### config.mk
export PLATFORM = sky130hd
export DESIGN_NAME = mlft_ram
export DESIGN_NICKNAME = d
export VERILOG_FILES = /design/src/design/markov_link_fading_table_core_assert.svh /design/src/design/mlft_ram.sv
export SDC_FILE = /design/constraint.sdc
export NUM_CORES = 2
export LEC_CHECK = 0
export ABC_AREA = 1
export BUFFER_PORTS_ARGS = -buffer_cell sky130_fd_sc_hd__buf_2
export CORE_MARGIN = 2
export CORE_UTILIZATION = 25
export DETAILED_ROUTE_END_ITERATION = 16
export MAX_ROUTING_LAYER = met4
export PLACE_DENSITY_LB_ADDON = 0.2
export SETUP_SLACK_MARGIN = 0.15
export SLEW_MARGIN = 20
export SYNTH_ARGS = -nofsm -noshare
export SYNTH_HDL_FRONTEND = slang
export SYNTH_SLANG_ARGS = --single-unit
### constraint.sdc
create_clock -name clk -period 2.6 [get_ports clk]
set_input_delay 0.52 -clock clk [delete_from_list [all_inputs] [get_ports clk]]
set_output_delay 0.52 -clock clk [all_outputs]
set_load 0.1 [all_outputs]
### src/design/markov_link_fading_table_core_assert.svh
// assertion macros used by the core design file
// each expects clk and arst_n in the scope of use
`ifndef MARKOV_LINK_FADING_TABLE_CORE_ASSERT_SVH
`define MARKOV_LINK_FADING_TABLE_CORE_ASSERT_SVH

// same-cycle implication
`define MLFT_ASSERT_NOW(lbl, ante, cons) \
	lbl: assert property (@(posedge clk) disable iff (!arst_n) (ante) |-> (cons)) \
		else $error("assertion failed");

// next-cycle implication
`define MLFT_ASSERT_NEXT(lbl, ante, cons) \
	lbl: assert property (@(posedge clk) disable iff (!arst_n) (ante) |=> (cons)) \
		else $error("assertion failed");

`endif

### src/design/mlft_ram.sv
`timescale 1ns / 1ps
// ----------------------------------------------------------------------------
// mlft_ram
// Single-port-write, registered-read generic RAM.
// ----------------------------------------------------------------------------
module mlft_ram #(
	parameter int WIDTH = 8,
	parameter int DEPTH = 256
) (
	input  logic                     clk,
	input  logic                     we,
	input  logic [$clog2(DEPTH)-1:0] waddr,
	input  logic [WIDTH-1:0]         wdata,
	input  logic                     re,
	input  logic [$clog2(DEPTH)-1:0] raddr,
	output logic [WIDTH-1:0]         rdata
);

	logic [WIDTH-1:0] mem_q [DEPTH];
	logic [WIDTH-1:0] rdata_q;

	// write port and registered read
	always_ff @(posedge clk) begin
		if (we) begin
			mem_q[waddr] <= wdata;
		end
		if (re) begin
			rdata_q <= mem_q[raddr];
		end
	end

	assign rdata = rdata_q;

endmodule

==> parameters.txt <==
Parameter                              Value

Setup path
  R2r setup slk    0.32 ns
  Ordered list of cells on the worst path    buf_2
  Start of the worst register-to-register path    mem_q[133][1]$_DFFE_PP_
  Number of cells on the worst reg-to-reg path    11
  Largest delay contributor family on the critical path    buffers and inverters
  Sort of element at the start of the critical path    register
  Critical-path maximum fanout    1
  Delay of the slowest cell on the worst path    0.48 ns
  Crit path buffers/inverters    1
  Startpoint-to-endpoint class of the critical path    register to primary output
  Required time of the worst setup path    2.08 ns
  Category of the worst setup path capture point    primary output
  Cell with the largest stage delay on the worst path    buf_2
  RR Endpoint    rdata[1]$_DFFE_PP_
  WP data arrival    roughly 1.8 ns
  Logic depth of the worst path, buffers included    1

CTS
  Clock buffers created by TritonCTS    approximately 220
  Latest clock arrival within the worst-skew pair    0.91 ns
  Bufs on Longest Clock Path    4
  Post-CTS setup repair buffer count    0
  Sink count of the clock tree    2056
  CTS tree    yes
  # H-tree levels    4
  Clk Tree Root Cell    clkbuf_16
  Clock edge transition at the registers on the reported setup and hold paths    0.07 ns

Routing
  Residual antenna-violating net count after detailed routing    0
  Routed len/inst    23.2 um
  Starting DRT DRC Count    5032
  Vias per std cell    roughly 4.6
  Drt first pass iters    6
  DRC    0
  Total wire length after detailed routing    about 280 mm
  Vias after detailed routing    55700

STA
  Portion of the clock cycle consumed by the worst path in the final layout    90.3%
  Setup Skew    0.0475 ns
  Achievable clock frequency    426 MHz
  Transition time at the pin with the least slew margin    approximately 0.86 ns
  Final max-slew violation count    0
  Final count of negative-setup-slack endpoints    0
  WHS    0.0663 ns
  Max transition margin    42.8%
  RSZ-0062 raised after global routing    no
  Minimum clock period    2.35 ns
  Hold Vio Cnt, Final    0

Pwr
  Static Leakage    35.4 nW
  Sequential power share    50.1%
  Combinational cell fraction of total power    under 10%
  Peak supply drop    around 510 uV
  Switching share of power    23.3%
  Power spent charging and discharging nets    17.0 mW
  Ratio of total power to cell area    around 720 mW/mm^2
  Power share of the clock group    ~43%
  Cell internal pwr    56.0 mW
  Overall power consumption    73.0 mW

Worst hold path
  Hold Startpoint    wdata[0]
  WHS Path Cells    1
  Type of the worst min-delay path    input pin to register
  Endpoint of the worst hold path    mem_q[96][0]$_DFFE_PP_

Finish
  Leading cell type in the layout, fill and taps excluded    nand2_1
  Layout Nets    7506
  Share of layout cells above drive strength 1    13.8%
  Layout area overhead    21.0%
  Post-route insts no fill    12000
  Commonest cells after routing, fill and taps aside    nand2_1, edfxtp_1, nand3_1

GRT
  Pin count of the biggest net entering global routing    75
  Antenna violations before repair    14
  GRT Overall Usage    16.6%
  Vias in the first global route    54700
  First-pass GRT wire length    402 mm
  Total congestion overflow after global routing    0

Place
  Count of buffers from port buffering    34
  Number of instances in the placed design    11600
  Routability-driven placement congestion ratio    0.871
  HPWL after detailed placement    177 mm

Die
  Rows    212
  Core Area    0.333 mm^2
  Die width    582 um
  Top-level port count    35
  Die area    0.339 mm^2
  DIE HEIGHT    582 um
  Starting utilization of the core area    25.1%

Yosys
  Synthesized instance count    7003
  Mean instance size in the synthesized netlist    11.9 um^2
  Total standard cell area after synthesis    ~0.083 mm^2
  Synth Register Bits    2056
  Warning count from the yosys run    0
  Distinct cell type count of the synthesized netlist    13
  Largest cells by area after synthesis    edfxtp_1, nand3_1, nand2_1
  Area fraction of the dominant cell type after synthesis    74.0%
  Area leader, netlist    edfxtp_1
  Syn Nets    7030
  Sequential area share after synthesis    74.0%

Job
  Maximum Capacitance Violations    0

Outcome
  Status    finished, final reports clean
-- power groups by stage --
stage	registers, mW	logic [mW]	clock network [mW]
2_1_floorplan	37.4	2.25	0
3_3_place_gp	37.3	5.21	0
3_5_place_dp	37.3	5.21	0
4_1_cts	36.6	5.23	32.1
5_1_grt	36.6	5.55	33.3
6_report	36.6	5.13	31.3
-- layout make-up --
| class | count | area, um^2 |
|---|---|---|
| antenna | 8 | 20.0 |
| clock buffer | 256 | 5730 |
| clock inverter | 144 | 1290 |
| fill | 33600 | 232000 |
| inverter | 39 | 183 |
| multi-input combinational | 4425 | 19200 |
| sequential | 2056 | 61700 |
| tap | 4387 | 5490 |
| timing repair buffer | 734 | 7410 |
-- logic make-up (layout without fill, tap and decap cells) --
group,after synthesis,after routing,synth area share (%)
AND/OR/NAND/NOR,4425,4425,22.9
other,0,8,0
buffers and inverters,522,1173,3.12
flip-flops,2056,2056,74.0
-- cells in the mapped netlist (all sizes together) --
library cell	instances
nand2	2123
edfxtp	2056
nand3	2019
buf	371
nor2	283
clkbuf	112
inv	39
-- how the worst max path moves through the flow --
stage          slack [ns]                       to                from
2_1_floorplan        0.59  mem_q[162][0]$_DFFE_PP_                  we
4_1_cts              0.16                 rdata[5]  rdata[5]$_DFFE_PP_
6_report             0.25                 rdata[5]  rdata[5]$_DFFE_PP_
5_1_grt              0.22                 rdata[7]  rdata[7]$_DFFE_PP_
3_3_place_gp        -0.47       rdata[1]$_DFFE_PP_            raddr[1]
3_5_place_dp        -0.46       rdata[1]$_DFFE_PP_            raddr[1]
-- per-layer routing --
layer	vias to the layer above	GRT usage, %	wire length, um
li1	25900	-	-
met1	28000	22.0	125000
met2	1455	26.8	133000
met3	383	1.99	13200
met4	0	5.03	8630
met5	-	-	0
-- through the flow --
step                area [um^2]  setup TNS (ns)  util (%)  setup slack, ns
finish                   101000               0      30.3            0.252
CTS                      101000               0      30.3            0.155
global route             101000               0      30.3            0.217
floorplan                 83500               0         -            0.589
detailed placement        94000           -3.81      28.2           -0.456
global placement          94000           -3.74      28.2           -0.468
-- sequential cells by signal, summed over array words and instances, names as in the netlist --
register  count
rdata         8
mem_q      2048
-- what timing repair did --
item	CTS	global route
endpoints found under the hold margin	24	0
resized for setup	3	0
hold buffers	1	0
setup endpoints to repair	3	0
(Power assumes the default switching activity.)
