### src/design/markov_link_fading_table_core_assert.svh
// assertion macros used by the core design file
// each expects clk and arst_n in the scope of use
`ifndef MARKOV_LINK_FADING_TABLE_CORE_ASSERT_SVH
`define MARKOV_LINK_FADING_TABLE_CORE_ASSERT_SVH

// same-cycle implication
`define MLFT_ASSERT_NOW(lbl, ante, cons) \
	lbl: assert property (@(posedge clk) disable iff (!arst_n) (ante) |-> (cons)) \
		else $error("assertion failed");

// next-cycle implication
`define MLFT_ASSERT_NEXT(lbl, ante, cons) \
	lbl: assert property (@(posedge clk) disable iff (!arst_n) (ante) |=> (cons)) \
		else $error("assertion failed");

`endif

### src/design/mlft_pkg.sv
`timescale 1ns / 1ps
// ----------------------------------------------------------------------------
// mlft_pkg
// Types, constants and tables of the satellite link fading table.
// ----------------------------------------------------------------------------
package mlft_pkg;

	localparam int LINK_SLOTS = 256;
	localparam int SLOT_AW    = $clog2(LINK_SLOTS);

	// link conditions
	localparam logic [1:0] COND_CLEAR    = 2'd0;
	localparam logic [1:0] COND_SHADOWED = 2'd1;
	localparam logic [1:0] COND_BLOCKED  = 2'd2;

	// configuration register indexes
	localparam logic [1:0] REG_MARKOV_EN = 2'd0;
	localparam logic [1:0] REG_SHADOW_EN = 2'd1;
	localparam logic [1:0] REG_ENV       = 2'd2;
	localparam logic [1:0] REG_DWELL     = 2'd3;

	// elevation limits, 1/256 degree
	localparam logic [14:0] ELEV_MIN = 15'd1280;
	localparam logic [14:0] ELEV_MAX = 15'd23040;

	typedef struct packed {
		logic [1:0]         cond;
		logic [31:0]        ctime;
		logic signed [15:0] gain;
		logic signed [15:0] shadow;
	} slot_t;

	typedef struct packed {
		logic        start;
		logic [39:0] power;
	} pd_req_t;

	typedef struct packed {
		logic               done;
		logic signed [15:0] db;
	} pd_resp_t;

	// cumulative thresholds [band][current][edge]
	localparam logic [15:0] CUM_THR [3][3][2] = '{
		'{'{16'd62260, 16'd64881}, '{16'd19661, 16'd58983}, '{16'd13108, 16'd32768}},
		'{'{16'd55706, 16'd62260}, '{16'd9831,  16'd55706}, '{16'd6554,  16'd22938}},
		'{'{16'd45876, 16'd58983}, '{16'd6554,  16'd49152}, '{16'd3277,  16'd16384}}
	};

	// rician k factor, linear, q16, for 2..20 dB
	localparam logic [22:0] KLIN [19] = '{
		23'd103868, 23'd130762, 23'd164619, 23'd207243, 23'd260904, 23'd328458,
		23'd413504, 23'd520571, 23'd655360, 23'd825049, 23'd1038676, 23'd1307615,
		23'd1646190, 23'd2072430, 23'd2609035, 23'd3284581, 23'd4135042,
		23'd5205709, 23'd6553600
	};

	// shadow innovation scale per environment, q16
	localparam logic [18:0] SHADOW_COEF [8] = '{
		19'd454047, 19'd454047, 19'd340535, 19'd227023,
		19'd170268, 19'd170268, 19'd170268, 19'd170268
	};

	typedef logic [15:0] tab19_t [19];

	// largest r with r*r*den <= num
	function automatic logic [15:0] isqrt_ratio(logic [63:0] num, logic [63:0] den);
		logic [15:0] r;
		logic [15:0] t;
		r = '0;
		for (int b = 15; b >= 0; b--) begin
			t = r | (16'd1 << b);
			if (64'(t) * 64'(t) * den <= num) begin
				r = t;
			end
		end
		return r;
	endfunction

	// line-of-sight amplitude per k factor
	function automatic tab19_t build_a_tab();
		tab19_t tab;
		for (int i = 0; i < 19; i++) begin
			tab[i] = isqrt_ratio(64'(KLIN[i]) << 32, 64'(KLIN[i]) + 64'd65536);
		end
		return tab;
	endfunction

	// scatter deviation per k factor
	function automatic tab19_t build_s_tab();
		tab19_t tab;
		for (int i = 0; i < 19; i++) begin
			tab[i] = isqrt_ratio(64'd1 << 47, 64'(KLIN[i]) + 64'd65536);
		end
		return tab;
	endfunction

	localparam tab19_t CLR_A = build_a_tab();
	localparam tab19_t CLR_S = build_s_tab();

	// saturate to 16 bits signed
	function automatic logic signed [15:0] sat16(logic signed [39:0] v);
		if (v > 40'sd32767) begin
			return 16'sh7fff;
		end else if (v < -40'sd32768) begin
			return 16'sh8000;
		end
		return v[15:0];
	endfunction

endpackage

### src/design/mlft_pow_db.sv
`timescale 1ns / 1ps
// ----------------------------------------------------------------------------
// mlft_pow_db
// Converts a q32 power to dB in q7.8: normalize, 16 squaring steps of log2,
// then scale by 10*log10(2).
// ----------------------------------------------------------------------------
module mlft_pow_db (
	input  logic               clk,
	input  logic               arst_n,
	input  mlft_pkg::pd_req_t  req,
	output mlft_pkg::pd_resp_t resp
);

	typedef enum logic [2:0] {S_IDLE, S_NORM, S_LOG, S_MUL, S_FIN} pd_state_t;

	pd_state_t          state_q;
	logic [39:0]        p_q;
	logic [5:0]         m_q;
	logic [30:0]        y_q;
	logic [15:0]        frac_q;
	logic [3:0]         cnt_q;
	logic signed [41:0] prod_q;
	logic               done_q;
	logic signed [15:0] db_q;

	logic [61:0]        y_sq;
	logic [31:0]        y_nx;
	logic signed [6:0]  exp_s;
	logic signed [22:0] l2;
	logic signed [41:0] rnd;

	// one squaring step of the fractional log
	always_comb begin
		y_sq  = 62'(y_q) * 62'(y_q);
		y_nx  = y_sq[61:30];
		exp_s = $signed({1'b0, m_q}) - 7'sd32;
		l2    = $signed({exp_s, frac_q});
		rnd   = (prod_q + 42'sd8388608) >>> 24;
	end

	// sequencer
	always_ff @(posedge clk or negedge arst_n) begin
		if (!arst_n) begin
			state_q <= S_IDLE;
			done_q  <= 1'b0;
		end else begin
			unique case (state_q)
				S_IDLE: begin
					// zero power answers at once, otherwise done stays low
					done_q <= req.start && (req.power == '0);
					if (req.start) begin
						if (req.power == '0) begin
							db_q <= 16'sh8000;
						end else begin
							p_q     <= req.power;
							m_q     <= 6'd39;
							state_q <= S_NORM;
						end
					end
				end
				S_NORM: begin
					if (p_q[39:32] == 8'd0) begin
						p_q <= p_q << 8;
						m_q <= m_q - 6'd8;
					end else if (!p_q[39]) begin
						p_q <= p_q << 1;
						m_q <= m_q - 6'd1;
					end else begin
						y_q     <= p_q[39:9];
						frac_q  <= '0;
						cnt_q   <= '0;
						state_q <= S_LOG;
					end
				end
				S_LOG: begin
					if (y_nx[31]) begin
						y_q    <= y_nx[31:1];
						frac_q <= {frac_q[14:0], 1'b1};
					end else begin
						y_q    <= y_nx[30:0];
						frac_q <= {frac_q[14:0], 1'b0};
					end
					cnt_q <= cnt_q + 4'd1;
					if (cnt_q == 4'd15) begin
						state_q <= S_MUL;
					end
				end
				S_MUL: begin
					prod_q  <= 42'(l2) * 42'sd197283;
					state_q <= S_FIN;
				end
				S_FIN: begin
					db_q    <= mlft_pkg::sat16(40'(rnd));
					done_q  <= 1'b1;
					state_q <= S_IDLE;
				end
				default: state_q <= S_IDLE;
			endcase
		end
	end

	assign resp.done = done_q;
	assign resp.db   = db_q;

endmodule

### config.mk
export PLATFORM = sky130hd
export DESIGN_NAME = mlft_pow_db
export DESIGN_NICKNAME = d
export VERILOG_FILES = /design/src/design/markov_link_fading_table_core_assert.svh /design/src/design/mlft_pkg.sv /design/src/design/mlft_pow_db.sv
export SDC_FILE = /design/constraint.sdc
export NUM_CORES = 2
export LEC_CHECK = 0
export ABC_CLOCK_PERIOD_IN_PS = 9110
export BUFFER_PORTS_ARGS = -buffer_cell sky130_fd_sc_hd__buf_4
export CORE_UTILIZATION = 48
export DETAILED_ROUTE_END_ITERATION = 8
export SYNTH_ARGS = -nofsm -noshare
export SYNTH_HDL_FRONTEND = slang
export SYNTH_SLANG_ARGS = --single-unit
### constraint.sdc
create_clock -name clk -period 9.11 [get_ports clk]
set_input_delay 0.4555 -clock clk [delete_from_list [all_inputs] [get_ports clk]]
set_output_delay 0.4555 -clock clk [all_outputs]
set_load 0.03 [all_outputs]
==> run metrics <==
status=complete, no violations; Critical Path AT=8980 ps; CTS sink cnt=136; post-synthesis sequential area ratio=0.102; mean post-synth cell area=9.44 um^2; fin nets=5,591; maximum buffer depth of the clock tree=2; Fmax=114 MHz; # setup viols final=0; worst-path fanout max=31; Resize count post-CTS=0; row count=105; Worst Tran Pin Value=1270 ps; Worst-path clk slew=80 ps; CP Data Required Time=9350 ps; top cell type's share of synthesized area=0.422; area added between synthesis and finish=6.33%; Core Footprint=0.0822 mm^2; TritonCTS clock tree=yes; Ports=60; H-Tree Level Count=4; initial antenna violation count=1; RSZ-0062 raised after global routing=false; Mapped Area=0.0400 mm^2; EDFF count, synth=132; Iteration-0 DRC Markers=1,709; first-pass GRT wire length=164,000 um; setup TNS=0 ps; Area contributors post-synth=fa_1 (42%), ha_1 (14%), inv_1 (11%), edfxtp_1 (9.9%), nand2_1 (3.3%); M2 GR Usage=0.440; Slowest cell on crit path=o311ai_4; Final Max Tran Viols=0; Post-CTS Setup Inserts=0; GRT busiest layer=met2; met1 usage=0.340; largest net degree at the start of global routing=68; worst relative slew slack=0.154; Die ar.=0.0844 mm^2; HP Class=in2reg; post-layout min period=8750 ps; Synth async-reset ratio=0.0294; synthesized instance count=4,234; Startpoint Class=flop; Die X-Extent=291 um; # hold bufs at CTS=1; crit end category=flop; gr ovfl total=0; ys flop type=edfxtp_1; DIE HEIGHT=291 um; CP peak stage delay=1010 ps; Clock Latency Late Sink=440 ps; biggest area consumer among synthesized cells=fa_1; root buffer cell=clkbuf_16; clock skew=18.0 ps; Final ANT Viol Nets=0; synth unique cells=77; worst setup path category=reg2reg; grt met3 use=0.0154; most frequent CP cell=fa_1; fraction of layout cells with a size suffix above 1=0.0505; Mapped Nets=5,580; Critical Path, Cell by Cell=buf_4 -> and2_1 -> fa_1 -> fa_1 -> fa_1 -> inv_1 -> fa_1 -> inv_1 -> fa_1 -> fa_1 -> fa_1 -> fa_1 -> ha_1 -> a21o_1 -> a21o_1 -> o22ai_1 -> o21ai_2 -> a21oi_4 -> a21oi_4 -> o311ai_4 -> nand3_1 -> a31oi_1; Port Buffers=59; # DRC=0; via count=27.7k; final hold vios=0; YS warnings=0; Vias/cell=5.19; routability cong.=0.895; CTS Buf Count=17; TritonRoute pass-1 iters=6; HPWL Detailed=85,000 um; Yosys reg bits=136; WL per Instance=19.0 um; Max-cap violations=0; vias in the first global route=29.8k; Inserted Diodes=0; starting density of the core=0.486; Final Cycle Share=0.960; routed wire length=101,000 um; GRT Util Overall=0.249
-- cells by family after synthesis --
| logic type | share of synthesized area |
|---|---|
| and+or+nand+nor | 0.113 |
| adders and majority gates | 0.566 |
| AOI/OAI and AO/OA | 0.0682 |
| buffers and inverters | 0.125 |
| DFF | 0.102 |
| xor gates and xnor gates | 0.0221 |
| muxes | 0.00413 |
-- synth_stat cells (13+ instances only) --
master	count
o21a_1	15
and3_1	17
clkbuf_1	137
and2_1	200
nor3b_1	26
fa_1	842
a31oi_1	33
nor3_1	27
nor2_1	154
ha_1	461
o211ai_1	16
inv_1	1168
xor2_1	41
nand2_1	356
nand4_1	34
a21o_1	32
o21bai_1	13
o21ai_0	106
a211oi_1	14
edfxtp_1	132
a21oi_1	112
nand3_1	63
xnor2_1	60
-- state kept, by name, indices dropped and copies added (netlist names) --
| register | cells |
|---|---|
| state_q | 3 |
| db_q | 16 |
| frac_q | 16 |
| done_q | 1 |
| cnt_q | 4 |
| prod_q | 19 |
| p_q | 40 |
| y_q | 31 |
| m_q | 6 |
-- cell usage in the layout (no fill, tap or decap), types with 25 or more instances in the layout --
cell type,instances
a21o_1,32
a21oi_1,112
a31oi_1,33
and2_1,198
buf_4,139
edfxtp_1,132
fa_1,842
ha_1,461
inv_1,1168
nand2_1,355
nand3_1,63
nand4_1,34
nor2_1,153
nor3_1,26
nor3b_1,25
o21ai_0,106
xnor2_1,60
xor2_1,41
-- metal layers --
layer,vias to the layer above,part of all wire
li1,12933,-
met3,91,0.036
met4,0,0.017
met5,-,0
met1,14064,0.44
met2,587,0.51
-- area by class of cell --
| class | instances | area (um^2) |
|---|---|---|
| Clock buffer | 17 | 425 |
| Tap cell | 1070 | 1340 |
| Timing Repair Buffer | 145 | 1150 |
| Inverter | 1169 | 4390 |
| Multi-Input combinational cell | 2776 | 31000 |
| Fill cell | 7694 | 39700 |
| Sequential cell | 136 | 4060 |
| Clock inverter | 15 | 160 |
-- stage by stage --
step / hold WS, ps / instances / setup WS [ps] / instance area (um^2) / utilization
5_1_grt: 289 / 5328 / 101 / 42500 / 0.517
2_1_floorplan: 160 / 4234 / 1500 / 40000 / -
6_report: 301 / 5328 / 364 / 42500 / 0.517
3_5_place_dp: 272 / 5295 / 486 / 41900 / 0.509
3_3_place_gp: 272 / 5295 / 484 / 41900 / 0.509
4_1_cts: 288 / 5328 / 484 / 42500 / 0.517
-- path summary, 6_finish.rpt --
| path | cells after the start | slack [ps] | start | endpoint |
|---|---|---|---|---|
| worst min register to register | 1 | 520 | done_q | done_q |
| worst max-delay path | 22 | 360 | y_q[19] | y_q[26] |
| max in group asynchronous | 2 | 8620 | arst_n | state_q[1] |
| worst max register to register | 22 | 360 | y_q[19] | y_q[26] |
| min in group asynchronous | 2 | 370 | arst_n | done_q |
| worst min-delay path | 3 | 300 | req[4] | p_q[4] |
-- worst max-delay path, delay by kind of cell, from the launching register on --
family,cells,cell delay [ps]
adder cells (fa/ha/maj),9,4290
AO/OA/AOI/OAI,8,2510
AND/OR/NAND/NOR,2,410
flip-flops,1,970
buffers and inverters,3,370
Power is not shown: default switching activity piles up to over one toggle a cycle in this logic, so the estimate is an artifact.
